### src/keyed_table_oldest_eviction_unit_macros.svh
// Assertion helpers; clocked on clk, quiet while arst_n is low.
`ifndef KEYED_TABLE_OLDEST_EVICTION_UNIT_MACROS_SVH
`define KEYED_TABLE_OLDEST_EVICTION_UNIT_MACROS_SVH

// cond in this cycle implies conseq in the same cycle
`define KTOE_ASSERT_NOW(label, cond, conseq, msg) \
	label: assert property (@(posedge clk) disable iff (!arst_n) (cond) |-> (conseq)) \
		else $error(msg);

// cond in this cycle implies conseq in the next cycle
`define KTOE_ASSERT_NEXT(label, cond, conseq, msg) \
	label: assert property (@(posedge clk) disable iff (!arst_n) (cond) |=> (conseq)) \
		else $error(msg);

`endif

### src/ktoe_pkg.sv
package ktoe_pkg;

	localparam int TABLE_SLOTS_DEF = 16;
	localparam int KEY_W           = 32;
	localparam int TIME_W          = 32;
	localparam int SLOT_IDX_W      = 4;
	localparam int COUNT_W         = 5;

	typedef logic [SLOT_IDX_W-1:0] slot_idx_t;
	typedef logic [COUNT_W-1:0]    count_t;

	typedef enum logic [1:0] {
		OUT_MATCH = 2'd0,
		OUT_NEW   = 2'd1,
		OUT_EVICT = 2'd2
	} outcome_t;

	typedef enum logic [1:0] {
		ST_IDLE,
		ST_SCAN,
		ST_LAST,
		ST_WRITE
	} state_t;

	typedef struct packed {
		logic [KEY_W-1:0]  node_key;
		logic              entry_kind;
		logic [TIME_W-1:0] now_time;
	} item_t;

	typedef struct packed {
		slot_idx_t slot_index;
		outcome_t  outcome;
		count_t    occupied_count;
	} result_t;

endpackage

### src/keyed_table_oldest_eviction_unit.sv
// Keyed table with oldest-time replacement. A word is taken at a rising edge with start high
// and busy low; busy then stays high through the scan, last and write states while one
// compare unit walks the slot memory through its single read port, one slot per
// cycle, looking for a key/kind match, the lowest free slot and the oldest last-seen time
// at once. The result word appears on result with done high for exactly one cycle, the
// cycle right after busy falls; the receiver cannot stall it, and a new word may be started
// in that same cycle, though no new word is taken while busy. slot_index holds the low four
// bits of the slot number; occupied_count wraps at 32.
`include "keyed_table_oldest_eviction_unit_macros.svh"

module keyed_table_oldest_eviction_unit #(
	parameter int TABLE_SLOTS = ktoe_pkg::TABLE_SLOTS_DEF
) (
	input  logic              clk,
	input  logic              arst_n,
	input  logic              start,
	output logic              busy,
	input  ktoe_pkg::item_t   item,
	output logic              done,
	output ktoe_pkg::result_t result
);

	localparam int IW = (TABLE_SLOTS > 1) ? $clog2(TABLE_SLOTS) : 1;

	typedef logic [IW-1:0] idx_t;

	typedef struct packed {
		logic                        kind;
		logic [ktoe_pkg::KEY_W-1:0]  key;
		logic [ktoe_pkg::TIME_W-1:0] last_seen;
	} slot_word_t;

	slot_word_t slot_mem [TABLE_SLOTS];

	ktoe_pkg::state_t   state_q, state_d;
	idx_t               idx_q;
	ktoe_pkg::item_t    item_q;
	logic [TABLE_SLOTS-1:0] used_q;
	ktoe_pkg::count_t   fill_q;

	slot_word_t         rd_s1;
	idx_t               rd_idx_s1;
	logic               rd_vld_s1;

	logic               hit_q, free_q;
	idx_t               hit_idx_q, free_idx_q, old_idx_q;
	logic [ktoe_pkg::TIME_W-1:0] old_time_q;

	logic               done_q;
	ktoe_pkg::result_t  result_q;

	logic               accept;
	logic               key_match, older, first_slot;
	idx_t               chosen;
	ktoe_pkg::outcome_t outcome_sel;
	slot_word_t         wr_word;
	logic               alloc;

	assign accept = start && (state_q == ktoe_pkg::ST_IDLE);
	assign busy   = (state_q != ktoe_pkg::ST_IDLE);
	assign done   = done_q;
	assign result = result_q;

	// shared compare unit: one slot per cycle
	assign key_match  = used_q[rd_idx_s1] && (rd_s1.kind == item_q.entry_kind)
		&& (rd_s1.key == item_q.node_key);
	assign older      = rd_s1.last_seen < old_time_q;
	assign first_slot = (rd_idx_s1 == '0);

	always_comb begin
		if (hit_q) begin
			chosen      = hit_idx_q;
			outcome_sel = ktoe_pkg::OUT_MATCH;
		end else if (free_q) begin
			chosen      = free_idx_q;
			outcome_sel = ktoe_pkg::OUT_NEW;
		end else begin
			chosen      = old_idx_q;
			outcome_sel = ktoe_pkg::OUT_EVICT;
		end
	end

	assign alloc   = !hit_q && free_q;
	assign wr_word = '{kind: item_q.entry_kind, key: item_q.node_key,
		last_seen: item_q.now_time};

	always_comb begin
		state_d = state_q;
		case (state_q)
			ktoe_pkg::ST_IDLE: begin
				if (start) state_d = ktoe_pkg::ST_SCAN;
			end
			ktoe_pkg::ST_SCAN: begin
				if (idx_q == idx_t'(TABLE_SLOTS - 1)) state_d = ktoe_pkg::ST_LAST;
			end
			ktoe_pkg::ST_LAST:  state_d = ktoe_pkg::ST_WRITE;
			ktoe_pkg::ST_WRITE: state_d = ktoe_pkg::ST_IDLE;
			default:            state_d = ktoe_pkg::ST_IDLE;
		endcase
	end

	always_ff @(posedge clk or negedge arst_n) begin
		if (!arst_n) begin
			state_q <= ktoe_pkg::ST_IDLE;
		end else begin
			state_q <= state_d;
		end
	end

	// control
	always_ff @(posedge clk or negedge arst_n) begin
		if (!arst_n) begin
			idx_q     <= '0;
			used_q    <= '0;
			fill_q    <= '0;
			rd_vld_s1 <= 1'b0;
			hit_q     <= 1'b0;
			free_q    <= 1'b0;
			done_q    <= 1'b0;
		end else begin
			rd_vld_s1 <= (state_q == ktoe_pkg::ST_SCAN);
			done_q    <= (state_q == ktoe_pkg::ST_WRITE);
			if (accept) begin
				idx_q  <= '0;
				hit_q  <= 1'b0;
				free_q <= 1'b0;
			end else if (state_q == ktoe_pkg::ST_SCAN) begin
				idx_q <= idx_q + idx_t'(1);
			end
			if (rd_vld_s1) begin
				if (!hit_q && key_match) hit_q <= 1'b1;
				if (!free_q && !used_q[rd_idx_s1]) free_q <= 1'b1;
			end
			if (state_q == ktoe_pkg::ST_WRITE) begin
				used_q[chosen] <= 1'b1;
				if (alloc) fill_q <= fill_q + ktoe_pkg::count_t'(1);
			end
		end
	end

	// payload
	always_ff @(posedge clk) begin
		if (accept) item_q <= item;
		if (rd_vld_s1) begin
			if (!hit_q && key_match) hit_idx_q <= rd_idx_s1;
			if (!free_q && !used_q[rd_idx_s1]) free_idx_q <= rd_idx_s1;
			// strict compare keeps the lowest index on a tie
			if (first_slot || older) begin
				old_idx_q  <= rd_idx_s1;
				old_time_q <= rd_s1.last_seen;
			end
		end
		if (state_q == ktoe_pkg::ST_WRITE) begin
			result_q.slot_index     <= ktoe_pkg::slot_idx_t'(chosen);
			result_q.outcome        <= outcome_sel;
			result_q.occupied_count <= alloc ? fill_q + ktoe_pkg::count_t'(1) : fill_q;
		end
	end

	// slot memory: one write, one registered read
	always_ff @(posedge clk) begin
		if (state_q == ktoe_pkg::ST_WRITE) slot_mem[chosen] <= wr_word;
		rd_s1     <= slot_mem[idx_q];
		rd_idx_s1 <= idx_q;
	end

	`KTOE_ASSERT_NEXT(a_accept_busy, start && !busy, busy, "accepted word did not raise busy")
	`KTOE_ASSERT_NOW(a_done_idle, done, !busy, "result shown while busy")
	`KTOE_ASSERT_NOW(a_evict_full, (state_q == ktoe_pkg::ST_WRITE) && !hit_q && !free_q,
		&used_q, "eviction with a free slot")
	`KTOE_ASSERT_NEXT(a_fill_step, (state_q == ktoe_pkg::ST_WRITE) && alloc,
		fill_q == $past(fill_q) + ktoe_pkg::count_t'(1), "fill count did not advance")

endmodule
### config.mk
export PLATFORM = sky130hd
export DESIGN_NAME = keyed_table_oldest_eviction_unit
export DESIGN_NICKNAME = d
export VERILOG_FILES = /design/src/ktoe_pkg.sv /design/src/keyed_table_oldest_eviction_unit.sv
export VERILOG_INCLUDE_DIRS = /design/src /design/src/src
export SDC_FILE = /design/constraint.sdc
export NUM_CORES = 1
export LEC_CHECK = 0
export BUFFER_PORTS_ARGS = -buffer_cell sky130_fd_sc_hd__buf_4
export CAP_MARGIN = 20
export CORE_MARGIN = 10
export CORE_UTILIZATION = 55
export CTS_CLUSTER_DIAMETER = 80
export DETAILED_ROUTE_END_ITERATION = 12
export PLACE_DENSITY = 0.71
export SYNTH_ARGS = -nofsm -noshare
export SYNTH_HDL_FRONTEND = slang
export SYNTH_SLANG_ARGS = --single-unit
### constraint.sdc
create_clock -name clk -period 5.4 [get_ports clk]
set_input_delay 1.08 -clock clk [delete_from_list [all_inputs] [get_ports clk]]
set_output_delay 1.08 -clock clk [all_outputs]
set_load 0.01 [all_outputs]
==> summary.log, run 1 <==
qor: outcome.run_status finished clean
qor: worst_setup_path.reg2reg_to slot_mem[9][43]$_DFFE_PP_
qor: worst_setup_path.rrSetupSlack 1.87 ns
qor: logic_synthesis.synth-main-ff-cell sky130_fd_sc_hd__edfxtp_1
qor: logic_synthesis.synth_seq_area_share 79.4%
qor: power_and_ir_drop.p_leak 16.9 nW
qor: sta.setup_violations 0
qor: power_and_ir_drop.power-per-cell-area 511 nW/um2
qor: worst_setup_path.crit_fanout 44
qor: worst_setup_path.worst_ep_required_time 5.74 ns
qor: detailed_routing.drtAntennaViolNets 0
qor: die.die_height 311 um
qor: die.row_count 106
qor: run.maxCapViolations 0
qor: logic_synthesis.synth.distinct_cells 40
qor: cts.postCtsSetupRepairBufs 0
qor: cts.cts-root-to-sink-buffers 3
qor: worst_setup_path.critical_path.startpoint_type flop
qor: power_and_ir_drop.worst_ir_drop_vdd 0.312 mV
qor: cts.clock-root-buffer sky130_fd_sc_hd__clkbuf_16
qor: cts.clock_sink_count 1260
qor: placement.portBuffers 80
qor: cts.cts_hold_repair.buffers 0
qor: detailed_routing.finalWirelength 93400 um
qor: die.floorplan.initialDensity 55.6%
qor: logic_synthesis.synth_area_per_cell 24.2 um2
qor: detailed_routing.routedWlPerCell 28.0 um
qor: finish.diodes 0
qor: worst_setup_path.critical_path_class flop to flop
qor: grt.global_route_wire_length_before_repair 141000 um
qor: logic_synthesis.ffs_latches_synth 1260
qor: logic_synthesis.synth-compound-area-share 0.486%
qor: finish.post_route_cells_drive_above_1_share 31.2%
qor: power_and_ir_drop.combinational_power_share 19.9%
qor: finish.layout.cell_area.non_filler 53000 um2
qor: logic_synthesis.synth_xor_area_share 0.827%
qor: worst_setup_path.cells_on_worst_reg2reg_path 4
qor: cts.cts_tree yes
qor: logic_synthesis.post_synth_instance_area 46600 um2
qor: sta.slew_viol_final 0
qor: logic_synthesis.mux_cell_area_share_after_synthesis 16.1%
qor: grt.number_of_global_route_vias_before_repair 21500
qor: power_and_ir_drop.power.share.clock 31.2%
qor: sta.timing.fmax 284 MHz
qor: logic_synthesis.yosys_warnings 0
qor: cts.cts_made_buffers 120
qor: detailed_routing.dr_total_vias 20400
qor: finish.area_growth 13.7%
qor: logic_synthesis.async_flop_share 2.46%
qor: placement.place.gp.congestion 0.742
qor: power_and_ir_drop.power_switching 7.10 mW
qor: worst_setup_path.critPathCaptureType flop
qor: die.die-area 96800 um2
qor: power_and_ir_drop.cellInternalPower 20.0 mW
qor: finish.nNetsFinal 2201
qor: sta.final-hold-violation-count 0
qor: power_and_ir_drop.proportion_of_power_drawn_by_flip_flops_and_latches 48.9%
qor: grt.globalRoute.totalOverflow 0
qor: logic_synthesis.postSynthCellCount 1928
qor: sta.worst-slew-pin-transition 1.11 ns
qor: detailed_routing.drt_first_pass_iters 5
qor: sta.post-route-min-period 3.53 ns
qor: detailed_routing.detail_route.iter0.violations 2304
qor: worst_setup_path.critical_path_arrival 3.87 ns
qor: grt.antenna_found_initial 0
qor: cts.htree_levels 3
qor: logic_synthesis.post_synth_and_or_nand_nor_area_fraction 1.11%
qor: placement.placement_stage_cell_area 48900 um2
qor: cts.cts_repair_resize_count 0
qor: sta.fin_crit_sh 65.3%
qor: grt.grt_start_max_net_pins 91
qor: die.floorplan.die.width 311 um
qor: die.io-pin-count 81
qor: logic_synthesis.yosys.area_share.adder 1.02%
qor: sta.timing.slew.headroom 25.9%
qor: logic_synthesis.synth.net_count 2034
qor: worst_hold_path.holdCritPathClass input port to asynchronous set/reset pin
qor: sta.rsz0062_at_grt no
qor: grt.gr-usage-all-layers 19.5%
qor: logic_synthesis.dominant_combinational_cell_family_by_area_after_synthesis multiplexers
qor: detailed_routing.viasPerCell 6.10
qor: cts.clock_latency_reported_for_the_late_side_of_the_worst_skew_pair 0.70 ns
qor: logic_synthesis.synth_edf_count 1160
qor: power_and_ir_drop.p_total 27.1 mW
qor: die.coreArea 83800 um2
qor: sta.final.setup.tns 0 ns
qor: sta.finalClockSkew 0.0441 ns
qor: power_and_ir_drop.power.share.switching 26.2%
qor: worst_setup_path.crit-reg2reg-launch state_q[0]$_DFFE_PN0P_
qor: placement.place.detailed.hpwl 48700 um
qor: detailed_routing.remaining_drc_errors 0
qor: cts.clk_pin_slew 0.07 ns
-- metal layers --
layer	vias to the layer above	GRT usage (%)	routed length, um
met5	-	0	0
met4	0	4.93	1810
met3	120	3.45	6260
met2	809	31.1	46400
met1	10900	27.9	38900
li1	8475	-	-
-- cells by family (layout without fill, tap and decap cells) --
family / after synthesis / in the layout
fa+ha+maj: 38 / 38
flops: 1260 / 1260
buf+inv: 116 / 389
compound gates: 36 / 36
mux: 336 / 336
simple gates: 98 / 98
xor+xnor: 44 / 44
-- final cells by class --
class                      instances  area, um2
clock inverter                    66        712
sequential                      1260      37000
tap                             1134       1420
fill                            5473      30800
timing repair buffer             123       1150
multi-input combinational        552       9240
clock buffer                     162       3330
inverter                          38        145
-- registers in the layout, indices dropped and copies added (netlist names) --
name,count
free_idx_q,4
hit_idx_q,4
hit_q,1
done,1
rd_idx_s1,4
idx_q,4
state_q,2
slot_mem,1040
item_q,65
result,11
rd_vld_s1,1
rd_s1,65
free_q,1
fill_q,5
used_q,16
old_idx_q,4
old_time_q,32
-- power groups by stage --
stage / registers [mW] / logic (mW) / clock network [mW]
after detailed placement: 13.4 / 5.46 / 0
after global placement: 13.4 / 5.36 / 0
after global routing: 13.4 / 5.80 / 9.02
after floorplan: 12.9 / 4.22 / 0
after CTS: 13.3 / 5.50 / 8.60
final: 13.2 / 5.39 / 8.44
-- cell usage in the layout (no fill, tap or decap), types with 7 or more instances in the layout --
cell,Yosys,routed
sky130_fd_sc_hd__a21o_1,7,7
sky130_fd_sc_hd__a21oi_1,12,11
sky130_fd_sc_hd__buf_12,0,18
sky130_fd_sc_hd__buf_4,7,104
sky130_fd_sc_hd__bufinv_16,0,12
sky130_fd_sc_hd__clkbuf_1,33,26
sky130_fd_sc_hd__clkbuf_16,0,121
sky130_fd_sc_hd__clkbuf_8,0,15
sky130_fd_sc_hd__clkinv_1,0,9
sky130_fd_sc_hd__clkinv_2,0,30
sky130_fd_sc_hd__dfrtp_1,31,27
sky130_fd_sc_hd__dfxtp_1,69,69
sky130_fd_sc_hd__edfxtp_1,1160,1160
sky130_fd_sc_hd__ha_1,38,38
sky130_fd_sc_hd__inv_1,38,37
sky130_fd_sc_hd__mux4_2,327,327
sky130_fd_sc_hd__nand2_1,15,15
sky130_fd_sc_hd__nand3_1,8,8
sky130_fd_sc_hd__nand4_1,16,16
sky130_fd_sc_hd__nor2_1,25,9
sky130_fd_sc_hd__nor2_4,0,16
sky130_fd_sc_hd__o21ai_0,8,8
sky130_fd_sc_hd__or2_2,19,19
sky130_fd_sc_hd__xnor2_1,40,40
-- cell usage after synthesis (2+ instances only) --
| cell type | n | area, um2 |
|---|---|---|
| sky130_fd_sc_hd__o21a_1 | 2 | 15.0 |
| sky130_fd_sc_hd__buf_2 | 26 | 130 |
| sky130_fd_sc_hd__xnor2_1 | 40 | 350 |
| sky130_fd_sc_hd__clkbuf_1 | 33 | 124 |
| sky130_fd_sc_hd__nand4_1 | 16 | 100 |
| sky130_fd_sc_hd__o21ai_0 | 8 | 40.0 |
| sky130_fd_sc_hd__mux4_1 | 3 | 78.8 |
| sky130_fd_sc_hd__a21oi_1 | 12 | 60.1 |
| sky130_fd_sc_hd__dfrtp_1 | 31 | 776 |
| sky130_fd_sc_hd__a211o_1 | 2 | 17.5 |
| sky130_fd_sc_hd__nand2b_1 | 4 | 25.0 |
| sky130_fd_sc_hd__buf_1 | 9 | 33.8 |
| sky130_fd_sc_hd__a21o_1 | 7 | 52.6 |
| sky130_fd_sc_hd__inv_1 | 38 | 143 |
| sky130_fd_sc_hd__or2_2 | 19 | 119 |
| sky130_fd_sc_hd__nand2_1 | 15 | 56.3 |
| sky130_fd_sc_hd__buf_6 | 3 | 33.8 |
| sky130_fd_sc_hd__edfxtp_1 | 1160 | 34800 |
| sky130_fd_sc_hd__nor4_1 | 2 | 12.5 |
| sky130_fd_sc_hd__nor2_1 | 25 | 93.8 |
| sky130_fd_sc_hd__xor2_1 | 4 | 35.0 |
| sky130_fd_sc_hd__buf_4 | 7 | 52.6 |
| sky130_fd_sc_hd__mux2i_1 | 5 | 50.1 |
| sky130_fd_sc_hd__nor3_1 | 3 | 15.0 |
| sky130_fd_sc_hd__ha_1 | 38 | 475 |
| sky130_fd_sc_hd__mux4_2 | 327 | 7360 |
| sky130_fd_sc_hd__nand3_1 | 8 | 40.0 |
| sky130_fd_sc_hd__dfxtp_1 | 69 | 1380 |
-- worst max-delay path: stages (launching register included) --
cell and delay, ns:
sky130_fd_sc_hd__dfrtp_1 0.38, sky130_fd_sc_hd__ha_1 0.76, sky130_fd_sc_hd__nand3_1 0.58, sky130_fd_sc_hd__nor2_4 1.00
sky130_fd_sc_hd__buf_12 0.42
-- per-stage QoR --
| step | util, % | instances | setup slack, ns | hold slack, ns |
|---|---|---|---|---|
| finish | 63.2 | 3335 | 1.87 | 0.361 |
| global route | 63.2 | 3335 | 1.69 | 0.362 |
| CTS | 63.2 | 3334 | 1.82 | 0.344 |
| detailed placement | 58.4 | 3106 | 1.82 | 0.423 |
| global placement | 58.4 | 3106 | 1.97 | 0.415 |
| floorplan | - | 1928 | 1.01 | 0.345 |
-- worst max path at each step --
stage	from	endpoint	slack (ns)	depth (start not counted)
floorplan	free_q$_DFF_PN0_	slot_mem[0][0]$_DFFE_PP_	1.01	5
global placement	state_q[0]$_DFFE_PN0P_	slot_mem[9][44]$_DFFE_PP_	1.97	4
detailed placement	state_q[0]$_DFFE_PN0P_	slot_mem[9][45]$_DFFE_PP_	1.82	4
CTS	state_q[0]$_DFFE_PN0P_	slot_mem[9][25]$_DFFE_PP_	1.82	4
global route	state_q[0]$_DFFE_PN0P_	slot_mem[9][43]$_DFFE_PP_	1.69	4
finish	state_q[0]$_DFFE_PN0P_	slot_mem[9][43]$_DFFE_PP_	1.87	4
Note: power is estimated with default switching activity, not from simulation.
==> run 2: changes to the inputs <==
==> constraint.sdc (replaced) <==
create_clock -name clk -period 3.3 [get_ports clk]
set_input_delay 0.66 -clock clk [delete_from_list [all_inputs] [get_ports clk]]
set_output_delay 0.66 -clock clk [all_outputs]
set_load 0.01 [all_outputs]
==> summary.log, run 2 (same netlist as run 1, synthesis figures left out) <==
qor: worst_setup_path.timing.critical_path.slowest_cell_delay 0.57 ns [-0.43 ns]
qor: worst_hold_path.holdCritPathClass input port to flop
qor: worst_setup_path.crit-reg2reg-launch free_q$_DFF_PN0_
qor: worst_hold_path.hold_path_depth 1
qor: power_and_ir_drop.p_leak 16.9 nW [about the same]
qor: die.floorplan.die.width 311 um [unchanged]
qor: worst_setup_path.crit_path_cell_trace mux2i_1, o21ai_0, nand2b_1, nor2_4, buf_12
qor: cts.clock-root-buffer sky130_fd_sc_hd__clkbuf_16
qor: worst_setup_path.cells_on_worst_reg2reg_path 5 [+1]
qor: power_and_ir_drop.power_switching 11.6 mW [+63%]
qor: placement.place_ws 0.580 ns [-1.24 ns]
qor: sta.setup_violations 0 [unchanged]
qor: power_and_ir_drop.combinational_power_share 21.5% [+1.6 points]
qor: power_and_ir_drop.worst_ir_drop_vdd 0.533 mV [+71%]
qor: detailed_routing.drt_first_pass_iters 5 [unchanged]
qor: sta.setup_slack 0.582 ns [-1.29 ns]
qor: die.die_height 311 um [unchanged]
qor: cts.clock_latency_reported_for_the_late_side_of_the_worst_skew_pair 0.70 ns [about the same]
qor: detailed_routing.drtAntennaViolNets 0 [unchanged]
qor: power_and_ir_drop.proportion_of_power_drawn_by_flip_flops_and_latches 48.8% [about the same]
qor: worst_setup_path.worst_ep_required_time 3.67 ns [-2.07 ns]
qor: detailed_routing.detail_route.iter0.violations 2155 [-6.5%]
qor: finish.flip_flop_count_of_the_largest_register_after_layout 1040 [unchanged]
qor: finish.post_route_cells_drive_above_1_share 30.9% [-0.32 points]
qor: worst_setup_path.crit_fanout 28 [-36%]
qor: die.coreArea 83800 um2 [unchanged]
qor: sta.timing.fmax 368 MHz [+30%]
qor: sta.final-hold-violation-count 0 [unchanged]
qor: die.io-pin-count 81 [unchanged]
qor: cts.cts_tree yes
qor: sta.timing.hold.ws 0.139 ns [-0.222 ns]
qor: die.die-area 96800 um2 [unchanged]
qor: sta.finalClockSkew 0.0462 ns [+0.00212 ns]
qor: finish.nNetsFinal 2222 [+0.95%]
qor: grt.gr-usage-all-layers 19.3% [-0.15 points]
qor: detailed_routing.viasPerCell 6.07 [-0.54%]
qor: grt.number_of_global_route_vias_before_repair 21200 [-1.5%]
qor: grt.globalRoute.totalOverflow 0 [unchanged]
qor: sta.post-route-min-period 2.72 ns [-0.809 ns]
qor: finish.regMostFlops slot_mem
qor: grt.antenna_found_initial 1 [+1]
qor: run.maxCapViolations 0 [unchanged]
qor: die.row_count 106 [unchanged]
qor: grt.global_route_wire_length_before_repair 141000 um [-0.43%]
qor: sta.fin_crit_sh 82.4% [+17 points]
qor: worst_setup_path.rrSetupSlack 0.58 ns [-1.29 ns]
qor: cts.cts_made_buffers 118 [-1.7%]
qor: power_and_ir_drop.power-per-cell-area 825 nW/um2 [+62%]
qor: detailed_routing.finalWirelength 92800 um [-0.73%]
qor: worst_hold_path.holdPathEnd item_q[51]$_DFFE_PP_
qor: worst_hold_path.hold_path.startpoint item[51]
qor: finish.mostFrequentLayoutCell sky130_fd_sc_hd__edfxtp_1
qor: detailed_routing.remaining_drc_errors 0 [unchanged]
qor: finish.area_growth 13.9%
qor: grt.grt_start_max_net_pins 76 [-16%]
qor: cts.clock_sink_count 1260 [unchanged]
qor: die.floorplan.initialDensity 55.6% [unchanged]
qor: power_and_ir_drop.power.share.clock 29.6% [-1.6 points]
qor: outcome.run_status finished clean
qor: finish.diodes 0 [unchanged]
qor: sta.timing.slew.headroom 41.9% [+16 points]
qor: placement.portBuffers 80 [unchanged]
qor: placement.place.gp.congestion 0.750 [+1.1%]
qor: worst_setup_path.cpMaxStageDelayCell sky130_fd_sc_hd__nor2_4
qor: worst_setup_path.reg2reg_to slot_mem[11][53]$_DFFE_PP_
qor: sta.rsz0062_at_grt no
qor: cts.postCtsSetupRepairBufs 0 [unchanged]
qor: detailed_routing.routedWlPerCell 27.7 um [-1.1%]
qor: cts.htree_levels 3 [unchanged]
qor: power_and_ir_drop.cellInternalPower 32.2 mW [+61%]
qor: finish.fin_util 63.3% [+0.094 points]
qor: sta.worst-slew-pin-transition 0.870 ns [-0.242 ns]
qor: cts.clk_pin_slew 0.06 ns [about the same]
qor: detailed_routing.dr_total_vias 20300 [-0.16%]
qor: worst_setup_path.critPathCaptureType flop
qor: sta.final.setup.tns 0 ns [unchanged]
qor: worst_setup_path.critical_path_arrival 3.08 ns [-0.79 ns]
qor: worst_setup_path.critical_path.startpoint_type flop
qor: finish.reg_top3 slot_mem x1040, item_q x65, rd_s1 x65
qor: power_and_ir_drop.power.share.switching 26.5% [+0.24 points]
qor: worst_setup_path.critical_path_class flop to flop
qor: cts.cts-root-to-sink-buffers 3 [unchanged]
qor: sta.slew_viol_final 0 [unchanged]
qor: finish.most-common-layout-cells sky130_fd_sc_hd__edfxtp_1, sky130_fd_sc_hd__mux4_2, sky130_fd_sc_hd__clkbuf_16
qor: placement.place.detailed.hpwl 51200 um [+5.1%]
[run 2: area by class of cell]
type                            instances  area (um2)
Inverter                               38         145
Clock inverter                         40         375
Clock buffer                          178        3380
Multi-Input combinational cell        552        9240
Sequential cell                      1260       37000
Tap cell                             1134        1420
Fill cell                            5490       30700
Timing Repair Buffer                  146        1510
[run 2: power groups by stage]
stage                     sequential [mW]  combinational [mW]  clock [mW]
after floorplan                      21.1                6.94           0
after global placement               21.6                9.42           0
after detailed placement             21.7                9.60           0
after CTS                            21.4                9.65        13.2
after global routing                 21.6                10.2        13.8
final                                21.4                9.44        13.0
[run 2: how the worst max path moves through the flow]
stage                            from                    endpoint
6_report             free_q$_DFF_PN0_  slot_mem[11][53]$_DFFE_PP_
3_5_place_dp         free_q$_DFF_PN0_  slot_mem[11][52]$_DFFE_PP_
4_1_cts              free_q$_DFF_PN0_  slot_mem[11][53]$_DFFE_PP_
2_1_floorplan  state_q[0]$_DFFE_PN0P_    slot_mem[1][0]$_DFFE_PP_
5_1_grt              free_q$_DFF_PN0_  slot_mem[11][53]$_DFFE_PP_
3_3_place_gp         free_q$_DFF_PN0_  slot_mem[11][35]$_DFFE_PP_
[run 2: worst max-delay path, delay by kind of cell, from the launching register on]
kind / cells / cell delay, ns
DFF: 1 / 0.55
and+or+nand+nor: 2 / 0.94
AOI/OAI and AO/OA: 1 / 0.46
buffers and inverters: 1 / 0.31
muxes: 1 / 0.12
[run 2: per-stage QoR]
| step | std cells | cell area (um2) | total power, mW |
|---|---|---|---|
| floorplan | 1928 | 46700 | 28.0 |
| global placement | 3129 | 49300 | 31.0 |
| detailed placement | 3129 | 49300 | 31.3 |
| CTS | 3348 | 53100 | 44.3 |
| global route | 3348 | 53100 | 45.7 |
| finish | 3348 | 53100 | 43.8 |
[run 2: metal layers]
| metal | wire, um | global-route usage (%) |
|---|---|---|
| met1 | 38900 | 28.0 |
| met2 | 44900 | 30.0 |
| met3 | 6580 | 3.66 |
| met4 | 2310 | 5.68 |
| met5 | 0 | 0 |
[run 2: what timing repair did]
action                                 CTS  global route
hold buffers                             1             0
gates resized for setup                  0             0
endpoints found under the hold margin   31             0
